<file path="src/rtl/mpie_pkg.sv">
// Shared types, codes and constants of the MIPS pseudo-instruction execute block.
package mpie_pkg;

  localparam int MEM_BYTES_DEF   = 4096;
  localparam int MAX_PROGRAM_DEF = 1024;
  localparam int PC_SPAN         = 1024;
  localparam logic [10:0] LEN_RESET = 11'd1024;

  // Opcodes
  localparam logic [5:0] OP_LW    = 6'd0;
  localparam logic [5:0] OP_LH    = 6'd1;
  localparam logic [5:0] OP_LB    = 6'd2;
  localparam logic [5:0] OP_LA    = 6'd3;
  localparam logic [5:0] OP_LI    = 6'd4;
  localparam logic [5:0] OP_SW    = 6'd5;
  localparam logic [5:0] OP_SH    = 6'd6;
  localparam logic [5:0] OP_SB    = 6'd7;
  localparam logic [5:0] OP_MOVE  = 6'd8;
  localparam logic [5:0] OP_MFHI  = 6'd9;
  localparam logic [5:0] OP_MFLO  = 6'd10;
  localparam logic [5:0] OP_MTHI  = 6'd11;
  localparam logic [5:0] OP_MTLO  = 6'd12;
  localparam logic [5:0] OP_ADD   = 6'd13;
  localparam logic [5:0] OP_SUB   = 6'd14;
  localparam logic [5:0] OP_MULT  = 6'd15;
  localparam logic [5:0] OP_DIV   = 6'd16;
  localparam logic [5:0] OP_MULO  = 6'd17;
  localparam logic [5:0] OP_MUL   = 6'd18;
  localparam logic [5:0] OP_ADDU  = 6'd19;
  localparam logic [5:0] OP_SUBU  = 6'd20;
  localparam logic [5:0] OP_MULTU = 6'd21;
  localparam logic [5:0] OP_DIVU  = 6'd22;
  localparam logic [5:0] OP_MULOU = 6'd23;
  localparam logic [5:0] OP_REM   = 6'd24;
  localparam logic [5:0] OP_NEG   = 6'd25;
  localparam logic [5:0] OP_ABS   = 6'd26;
  localparam logic [5:0] OP_REMU  = 6'd27;
  localparam logic [5:0] OP_NEGU  = 6'd28;
  localparam logic [5:0] OP_AND   = 6'd29;
  localparam logic [5:0] OP_NOR   = 6'd30;
  localparam logic [5:0] OP_NOT   = 6'd31;
  localparam logic [5:0] OP_XOR   = 6'd32;
  localparam logic [5:0] OP_OR    = 6'd33;
  localparam logic [5:0] OP_J     = 6'd34;
  localparam logic [5:0] OP_BEQ   = 6'd35;
  localparam logic [5:0] OP_BNE   = 6'd36;
  localparam logic [5:0] OP_BLT   = 6'd37;
  localparam logic [5:0] OP_BLE   = 6'd38;
  localparam logic [5:0] OP_BGT   = 6'd39;
  localparam logic [5:0] OP_BGE   = 6'd40;
  localparam logic [5:0] OP_NOP   = 6'd41;
  // Highest unused opcode; every unused opcode acts as a nop
  localparam logic [5:0] OP_SPARE = 6'd63;

  // Operand kinds
  localparam logic [1:0] KIND_REG = 2'd0;
  localparam logic [1:0] KIND_IMM = 2'd1;
  localparam logic [1:0] KIND_MEM = 2'd2;
  // Spare kind, acts as a register operand
  localparam logic [1:0] KIND_ALT = 2'd3;

  // Status codes
  localparam logic [2:0] ST_OK   = 3'd0;
  localparam logic [2:0] ST_MEM  = 3'd1;
  localparam logic [2:0] ST_OVF  = 3'd2;
  localparam logic [2:0] ST_DIVZ = 3'd3;
  localparam logic [2:0] ST_PC   = 3'd4;

  typedef struct packed {
    logic [5:0]         opcode;
    logic [4:0]         dest_reg;
    logic [4:0]         src_reg;
    logic [4:0]         src2_reg;
    logic [1:0]         operand_kind;
    logic signed [31:0] immediate;
    logic signed [15:0] offset;
    logic [9:0]         target;
  } mpie_in_t;

  typedef struct packed {
    logic [2:0] status;
    logic       branch_taken;
    logic [9:0] next_pc;
  } mpie_out_t;

  typedef enum logic [3:0] {
    S_CLEAR, S_IDLE, S_READ, S_ADDR, S_MRD, S_MRDW, S_MWR,
    S_OPER, S_MUL, S_DIVS, S_DIV, S_WB
  } state_t;

  typedef struct packed {
    logic clr;
    logic cap;
    logic rd;
    logic addr;
    logic mrd;
    logic mcap;
    logic mwr;
    logic oper;
    logic mul;
    logic dstart;
    logic wb;
  } cmd_t;

  typedef struct packed {
    logic clr_last;
    logic need_rd;
    logic need_wr;
    logic oob;
    logic last_byte;
    logic is_mul;
    logic is_div;
    logic div_zero;
    logic div_done;
    logic out_free;
  } sts_t;

endpackage

</file>
<file path="src/rtl/mpie_ctrl.sv">
// Controller state machine that sequences each item through the datapath.
module mpie_ctrl import mpie_pkg::*; (
  input  logic clk,
  input  logic rst_n,
  input  logic in_valid,
  output logic in_stall,
  input  sts_t sts,
  output cmd_t cmd
);

  state_t state_r, state_nxt;

  always_ff @(posedge clk) begin
    if (!rst_n) state_r <= S_CLEAR;
    else        state_r <= state_nxt;
  end

  // Next state
  always_comb begin
    state_nxt = state_r;
    case (state_r)
      S_CLEAR: if (sts.clr_last) state_nxt = S_IDLE;
      S_IDLE:  if (in_valid) state_nxt = S_READ;
      S_READ:  state_nxt = S_ADDR;
      S_ADDR: begin
        if (sts.oob)          state_nxt = S_WB;
        else if (sts.need_rd) state_nxt = S_MRD;
        else if (sts.need_wr) state_nxt = S_MWR;
        else                  state_nxt = S_OPER;
      end
      S_MRD:  state_nxt = S_MRDW;
      S_MRDW: state_nxt = sts.last_byte ? S_OPER : S_MRD;
      S_MWR:  if (sts.last_byte) state_nxt = S_WB;
      S_OPER: begin
        if (sts.is_mul)      state_nxt = S_MUL;
        else if (sts.is_div) state_nxt = S_DIVS;
        else                 state_nxt = S_WB;
      end
      S_MUL:  state_nxt = S_WB;
      S_DIVS: state_nxt = sts.div_zero ? S_WB : S_DIV;
      S_DIV:  if (sts.div_done) state_nxt = S_WB;
      S_WB:   if (sts.out_free) state_nxt = S_IDLE;
      default: state_nxt = S_IDLE;
    endcase
  end

  // Commands
  always_comb begin
    cmd = '0;
    case (state_r)
      S_CLEAR: cmd.clr    = 1'b1;
      S_IDLE:  cmd.cap    = in_valid;
      S_READ:  cmd.rd     = 1'b1;
      S_ADDR:  cmd.addr   = 1'b1;
      S_MRD:   cmd.mrd    = 1'b1;
      S_MRDW:  cmd.mcap   = 1'b1;
      S_MWR:   cmd.mwr    = 1'b1;
      S_OPER:  cmd.oper   = 1'b1;
      S_MUL:   cmd.mul    = 1'b1;
      S_DIVS:  cmd.dstart = !sts.div_zero;
      S_WB:    cmd.wb     = sts.out_free;
      default: ;
    endcase
  end

  assign in_stall = state_r != S_IDLE;

endmodule

</file>
<file path="config.mk">
export PLATFORM = sky130hd
export DESIGN_NAME = mpie_ctrl
export DESIGN_NICKNAME = d
export VERILOG_FILES = /design/src/rtl/mpie_pkg.sv /design/src/rtl/mpie_ctrl.sv
export SDC_FILE = /design/constraint.sdc
export NUM_CORES = 1
export LEC_CHECK = 0
export ABC_AREA = 1
export ABC_CLOCK_PERIOD_IN_PS = 2150
export BUFFER_PORTS_ARGS = -buffer_cell sky130_fd_sc_hd__buf_2
export CORE_AREA = 2 2 39 41
export DETAILED_ROUTE_END_ITERATION = 6
export DIE_AREA = 0 0 41 43
export PLACE_DENSITY = 0.78
export SLEW_MARGIN = 10
export SYNTH_ARGS = -nofsm -noshare
export SYNTH_HDL_FRONTEND = slang
export SYNTH_SLANG_ARGS = --single-unit
</file>
<file path="constraint.sdc">
create_clock -name clk -period 2.15 [get_ports clk]
set_input_delay 0.3225 -clock clk [delete_from_list [all_inputs] [get_ports clk]]
set_output_delay 0.3225 -clock clk [all_outputs]
set_load 0.05 [all_outputs]
</file>
== Yosys cells after proc, flatten, opt, wreduce, memory -nomap -nowiden ==
Cells that the tools add are included.

* Output and inout port bits: 12
* Bits of input ports: 13
* Register bits after elaboration: 4
* Logic and storage cells: 45

* Muxes and demuxes: 24
* Reductions and logical operators: 3
* Equality and inequality tests: 17

{| class="wikitable"
|+ Operators by type and width
! cell !! number
|-
| 4-bit one-hot mux with 12 select lines || 1
|-
| 4-bit 2-to-1 mux || 6
|-
| 4-bit by 3-bit equality test with 1-bit output, second input constant || 4
|-
| 4-bit equality test, second input constant || 4
|-
| 1-bit 2-to-1 mux || 13
|-
| 2-bit != test, second input constant || 5
|-
| 4-bit by 2-bit equality test with 1-bit output, second input constant || 2
|-
| 2-bit 2-to-1 mux || 4
|-
| 5-bit AND reduction || 1
|-
| 4-bit by 1-bit equality test with 1-bit output, second input constant || 1
|-
| 4-bit logical NOT || 1
|-
| 4-bit by 1-bit != test with 1-bit output, second input constant || 1
|-
| 1-bit logical NOT || 1
|}

== Logic depth before layout (Yosys ltp) ==
Gate-level depths: netlist of run 1.

* Depth after elaboration: 4
* Mapped depth: 9
* Mapped depth without buffers: 9

== Worst setup path after synthesis of run 1 ==
Ideal clock, no wire load.

* Kind: register -> output
* Start point: reg state_r[1]
* End point: out cmd[0] (netlist bit)
* Setup slack: 181 ps
* Arrival time: 1646 ps
* Buffers on the path: 0
* Cell stages (with the launch flop): 3
* Required time: 1827 ps
* Path through: dfxtp_1 nand2_2 nor3_1

{| class="wikitable"
|+ RTL lines
! item !! RTL line !! text
|-
| start, declared || mpie_ctrl.sv:11 || <nowiki>state_t state_r, state_nxt;</nowiki>
|-
| start signal, assigned || mpie_ctrl.sv:15 || <nowiki>else state_r <= state_nxt;</nowiki>
|-
| end, declared || mpie_ctrl.sv:8 || <nowiki>output cmd_t cmd</nowiki>
|}

==> results of run 1 <==
==> layout by cell type (no fill, tap or decap), drive strengths merged <==
cell    count
nand2      30
buf        24
nor2       24
inv        20
nand3       7
dfxtp       4
a21oi       4
o21ai       4
clkbuf      3
nor3        2
a31oi       2
nand3b      1
==> per-layer routing <==
metal	share of wire	GRT usage	routed length, um
met1	0.42	0.208	594
met2	0.48	0.272	681
met3	0.095	0.0576	136
met4	0.012	0.120	17
met5	0	0	0
==> stage by stage <==
step	std cells	utilization	hold slack, ns
after floorplan	98	-	0.448
after global placement	138	0.458	0.571
after detailed placement	138	0.458	0.586
after CTS	141	0.474	0.337
after global routing	141	0.474	0.339
final	141	0.474	0.338
==> power breakdown <==
group | internal (W) | total [W] | switching (W)
logic | 0.000121 | 0.000457 | 0.000336
clock network | 0.0000627 | 0.0000976 | 0.0000349
registers | 0.0000925 | 0.000126 | 0.0000331
==> worst max-delay path by stage <==
| stage | endpoint | slack (ns) | cells after the start |
|---|---|---|---|
| floorplan | cmd[0] | 0.18 | 2 |
| global placement | cmd[2] | 0.69 | 5 |
| detailed placement | cmd[2] | 0.68 | 5 |
| CTS | cmd[2] | 0.42 | 5 |
| global route | cmd[3] | 0.36 | 5 |
| finish | cmd[2] | 0.42 | 5 |
==> area by class of cell <==
cell class                 instances  area, um2
inverter                          20       75.1
sequential                         4       80.1
clock buffer                       3       22.5
tap                               16       20.0
fill                             148        728
multi-input combinational         74        338
timing repair buffer              24        120
==> logic make-up after synthesis <==
family                 after synthesis  synth area share
AND/OR/NAND/NOR                     64             0.563
buffers and inverters               20             0.152
flip-flops                           4             0.162
AO/OA/AOI/OAI                       10             0.122
==> worst min-delay path, delay by kind of cell <==
kind / cells / cell delay, ns
AND/OR/NAND/NOR: 2 / 0.09
buffers and inverters: 1 / 0.11
==> run_results.csv, run 1 <==
group,metric,value,unit
outcome,status,"finished, final reports clean",
die,die_area,1760,um2
yosys,synthFlopType,"dfxtp_1",
die,placeableCoreArea,1380,um2
layout,syn2layout_area_growth,33.0,%
critical_path,count_of_cells_along_the_worst_register_to_register_path,8,
layout,antenna-diode-count,0,
sta,finClkSkew,0.00464,ns
min_path,holdCritPathClass,"input port to flip-flop",
clock_tree,cts_tree,"built",
yosys,synthesis.area_per_instance,5.03,um2
clock_tree,cts.clk_slew.worst_paths,0.04,ns
global_route,pin_count_of_the_biggest_net_entering_global_routing,9,
layout,finish.net_count,140,
critical_path,setup.worst_path.class,"flip-flop to output port",
global_route,global_routing_usage_summed_across_all_routing_layers,0.181,
critical_path,path_cells,"inv_2 > nor2_2 > nand2_1 > nor2_1 > buf_2",
clock_tree,tritoncts_num_sinks,4,
clock_tree,clock_insertion_delay_worst_skew,0.24,ns
global_route,grt_pass1_wl,2180,um
sta,totalNegativeSetupSlack,0,ns
sta,grt_setup_unrepaired,"no",
layout,largest_register_ffs,4,
die,floorplan.rows,14,
min_path,worstHoldStart,"rst_n",
die,width_of_the_chip,41,um
die,top_level_ports,25,
critical_path,regToRegSetupSlack,0.79,ns
global_route,global_route.overflow_total,0,
detailed_routing,drc_errors,0,
clock_tree,post_cts_buffers,0,
sta,finalMaxSlewViolations,0,
place,gpl.final_weighted_congestion,0.957,
yosys,yosysWarnings,0,
power,static-leakage-power,0.419,nW
sta,post-route-period-util,0.802,
detailed_routing,drt_first_iter_violations,25,
yosys,syn_inst,98,
critical_path,r2r-start,"state_r[1]$_SDFFE_PN0P_",
yosys,synth_sequential_area_ratio,0.162,
detailed_routing,routed_via_density,4.85,
yosys,synth_top_cell_by_area,"nand2_1",
min_path,hold_path_depth,3,
detailed_routing,wirelength,1430,um
sta,max_slew.worst_pin.slew,0.295,ns
power,power.total,0.000680,W
critical_path,critPathLaunchType,"flip-flop",
yosys,mappedNetlistNets,111,
clock_tree,cts_buffers,3,
yosys,synth_top_area_share,0.213,
yosys,netlist_top_cells_area,"nand2_1 (21%), dfxtp_1 (16%), nor2_1 (14%)",
critical_path,cp.arrival,1.40,ns
detailed_routing,dr_total_vias,684,
sta,slew-limit-headroom,0.803,
critical_path,crit_slowest_cell,"dfxtp_1",
critical_path,r2r_end,"state_r[0]$_SDFFE_PN0P_",
min_path,worstHoldEndpoint,"state_r[0]$_SDFFE_PN0P_",
sta,fmax,580,MHz
place,port_buffers,24,
place,postPlaceCellArea,633,um2
layout,design_area,656,um2
critical_path,cp.required,1.83,ns
critical_path,worstPathMaxFanout,5,
global_route,number_of_global_route_vias_before_repair,602,
yosys,netlist_top_cells_count,"nand2_1 (28), nor2_1 (19), inv_1 (14)",
power,vdd.ir_drop.worst,0.379,mV
clock_tree,cts_hold_repair.buffers,0,
layout,register_with_the_most_flip_flops,"state_r",
critical_path,timing.critical_path.from,"state_r[3]$_SDFFE_PN0P_",
sta,timing.final.setup_violations,0,
yosys,netlist-cell-type-count,17,
yosys,ys_ff_latch,4,
critical_path,cpLargestDelayFamily,"flip-flops",
layout,post_route_cells_drive_above_1_share,0.336,
critical_path,max_incr_delay_on_cp,0.44,ns
place,dp_worst_setup_slack,0.683,ns
clock_tree,cts-resized-gates,0,
global_route,initial_antenna_violation_count,0,
clock_tree,clock-root-buffer,"clkbuf_4",
critical_path,crit_buf_inv,2,
yosys,synthMostInstantiatedCell,"nand2_1",
yosys,synth_edf_count,0,
critical_path,cp-end-kind,"output port",
detailed_routing,drt-pass1-iter-count,4,
yosys,postSynth.asyncResetShare,0,
detailed_routing,wl_per_cell,10.1,um
sta,postLayoutSetupSlackWorst,0.425,ns
sta,final-hold-violation-count,0,
clock_tree,htree_num_levels,1,
place,detailed_place_hpwl,1190,um
job,max_cap_viol_count,0,
clock_tree,clock_tree.buffer_depth,2,
die,initial_utilization,0.356,
yosys,synthesis.area,493,um2
die,die_h,43,um
detailed_routing,detail-route-antenna-nets,0,
layout,top_regs,"state_r: 4 flops",
sta,period_needed,1.73,ns
power,total_power_divided_by_cell_area,1040,nW/um2
Note: power is estimated with default switching activity, not from simulation.
==> run 2, diff against run 1 <==
--- a/config.mk
+++ b/config.mk
@@ -6,12 +6,12 @@
 export NUM_CORES = 1
 export LEC_CHECK = 0
 export ABC_AREA = 1
-export ABC_CLOCK_PERIOD_IN_PS = 2150
+export ABC_CLOCK_PERIOD_IN_PS = 1500
 export BUFFER_PORTS_ARGS = -buffer_cell sky130_fd_sc_hd__buf_2
 export CORE_AREA = 2 2 39 41
 export DETAILED_ROUTE_END_ITERATION = 6
 export DIE_AREA = 0 0 41 43
-export PLACE_DENSITY = 0.78
+export PLACE_DENSITY = 0.81
 export SLEW_MARGIN = 10
 export SYNTH_ARGS = -nofsm -noshare
 export SYNTH_HDL_FRONTEND = slang
==> constraint.sdc (replaced) <==
create_clock -name clk -period 1.5 [get_ports clk]
set_input_delay 0.225 -clock clk [delete_from_list [all_inputs] [get_ports clk]]
set_output_delay 0.225 -clock clk [all_outputs]
set_load 0.05 [all_outputs]
==> run_results.csv, run 2 (synthesis results as in run 1) <==
group,metric,value,unit
outcome,status,"finished, final reports clean",
power,static-leakage-power,0.428,nW
detailed_routing,routed_via_density,5.01,
sta,grt_setup_unrepaired,"yes",
critical_path,worstSetupPathDepth,5,
critical_path,cpLargestDelayFamily,"flip-flops",
critical_path,setup.worst_path.class,"flip-flop to output port",
layout,antenna-diode-count,0,
die,floorplan.rows,14,
place,dpl.cell_count,138,
critical_path,cp.arrival,1.23,ns
place,gpl.final_weighted_congestion,0.861,
sta,post-route-period-util,0.971,
detailed_routing,detail-route-antenna-nets,0,
critical_path,path_cells,"nand2_2 > inv_2 > nand2_2 > inv_1 > buf_6",
layout,post_route_cells_drive_above_1_share,0.421,
place,detailed_place_hpwl,1170,um
die,placeableCoreArea,1380,um2
global_route,initial_antenna_violation_count,0,
critical_path,r2r_end,"state_r[0]$_SDFFE_PN0P_",
critical_path,max_incr_delay_on_cp,0.40,ns
critical_path,r2r-start,"state_r[2]$_SDFFE_PN0P_",
clock_tree,cts.clk_slew.worst_paths,0.04,ns
critical_path,regToRegSetupSlack,0.15,ns
clock_tree,clock_tree.buffer_depth,2,
layout,layout.cells.most_common,"nand2_1",
die,width_of_the_chip,41,um
sta,final-hold-violation-count,0,
global_route,pin_count_of_the_biggest_net_entering_global_routing,9,
sta,timing.final.setup_violations,0,
place,dp_worst_setup_slack,0.114,ns
critical_path,crit_slowest_cell,"dfxtp_4",
critical_path,worstPathMaxFanout,7,
clock_tree,cts_buffers,3,
die,top_level_ports,25,
sta,slew-limit-headroom,0.837,
place,port_buffers,24,
global_route,global_routing_usage_summed_across_all_routing_layers,0.195,
critical_path,count_of_cells_along_the_worst_register_to_register_path,9,
clock_tree,clock-root-buffer,"clkbuf_4",
detailed_routing,drt_first_iter_violations,12,
critical_path,critPathLaunchType,"flip-flop",
min_path,holdCritPathClass,"input port to flip-flop",
layout,layout.cells.most_common_list,"nand2_1 (27), nor2_1 (15), inv_1 (14)",
min_path,worstHoldStart,"rst_n",
critical_path,crit_buf_inv,3,
detailed_routing,wirelength,1480,um
die,die_area,1760,um2
sta,finClkSkew,0.00583,ns
clock_tree,htree_num_levels,1,
layout,syn2layout_area_growth,51.3,%
job,max_cap_viol_count,0,
sta,fmax,686,MHz
critical_path,cp.required,1.27,ns
global_route,global_route.overflow_total,0,
die,initial_utilization,0.356,
detailed_routing,drc_errors,0,
clock_tree,tritoncts_num_sinks,4,
sta,max_slew.worst_pin.slew,0.244,ns
critical_path,timing.critical_path.from,"state_r[1]$_SDFFE_PN0P_",
clock_tree,clock_insertion_delay_worst_skew,0.23,ns
sta,period_needed,1.46,ns
power,vdd.ir_drop.worst,0.694,mV
layout,final_cells,142,
layout,top_regs,"state_r: 4 flops",
power,power.total,0.00105,W
detailed_routing,dr_total_vias,712,
critical_path,endpoint,"cmd[3]",
sta,postLayoutSetupSlackWorst,0.0431,ns
layout,post-route-util,0.539,
critical_path,crit_path_frequent_cell,"nand2_2",
global_route,number_of_global_route_vias_before_repair,671,
layout,register_with_the_most_flip_flops,"state_r",
layout,largest_register_ffs,4,
sta,finalMaxSlewViolations,0,
die,die_h,43,um
power,total_power_divided_by_cell_area,1400,nW/um2
clock_tree,cts_tree,"built",
detailed_routing,drt-pass1-iter-count,4,
layout,finish.net_count,141,
sta,fin_worst_hold_slack,0.228,ns
detailed_routing,wl_per_cell,10.4,um
global_route,grt_pass1_wl,2450,um
critical_path,cp-end-kind,"output port",
run 2: cell types whose count changed in the layout (fill, tap and decap cells not counted), moves of 3 or more:
cell and delta:
buf_2 -11, buf_4 +4, buf_6 +4, clkbuf_4 +4, dfxtp_1 -4, dfxtp_2 +3, nor2_1 -4, nor2_4 +3
run 2: what timing repair did:
item / CTS / global route
pin swaps: 0 / 1
setup buffers: 0 / 1
gates resized for setup: 9 / 14
hold buffers: 0 / 0
setup endpoints to repair: 9 / 11
run 2: area by class of cell:
| class | count | area [um2] |
|---|---|---|
| fill | 129 | 638 |
| multi-input combinational | 74 | 370 |
| timing repair buffer | 25 | 170 |
| sequential | 4 | 87.6 |
| inverter | 20 | 75.1 |
| clock buffer | 3 | 22.5 |
| tap | 16 | 20.0 |
run 2: report_power, final:
part	internal, W	switching [W]	total, W
Clock	0.0000896	0.0000446	0.000134
Combinational	0.000211	0.000506	0.000717
Sequential	0.000140	0.0000545	0.000195
Total	0.000440	0.000605	0.00105
run 2: metal layers:
metal  part of all wire  global-route usage
met1               0.39               0.212
met2               0.53               0.325
met3              0.053              0.0471
met4              0.028               0.100
met5                  0                   0
run 2: worst reg2reg max path: cells and delay by family, from the launching register on:
kind,cells,cell delay [ns]
simple gates,7,0.69
flops,1,0.33
buf+inv,2,0.21
run 2: worst min path at each step:
stage / to / slack, ns / depth (start not counted)
after CTS: state_r[0]$_SDFFE_PN0P_ / 0.23 / 3
after detailed placement: state_r[0]$_SDFFE_PN0P_ / 0.48 / 3
after global placement: state_r[0]$_SDFFE_PN0P_ / 0.48 / 3
after floorplan: state_r[0]$_SDFFE_PN0P_ / 0.35 / 2
final: state_r[0]$_SDFFE_PN0P_ / 0.23 / 3
after global routing: state_r[0]$_SDFFE_PN0P_ / 0.25 / 3
run 2: stage by stage:
| step | cell area (um2) | setup TNS [ns] |
|---|---|---|
| after floorplan | 518 | 0 |
| after global placement | 658 | 0 |
| after detailed placement | 658 | 0 |
| after CTS | 699 | 0 |
| after global routing | 746 | -0.0555 |
| final | 746 | 0 |
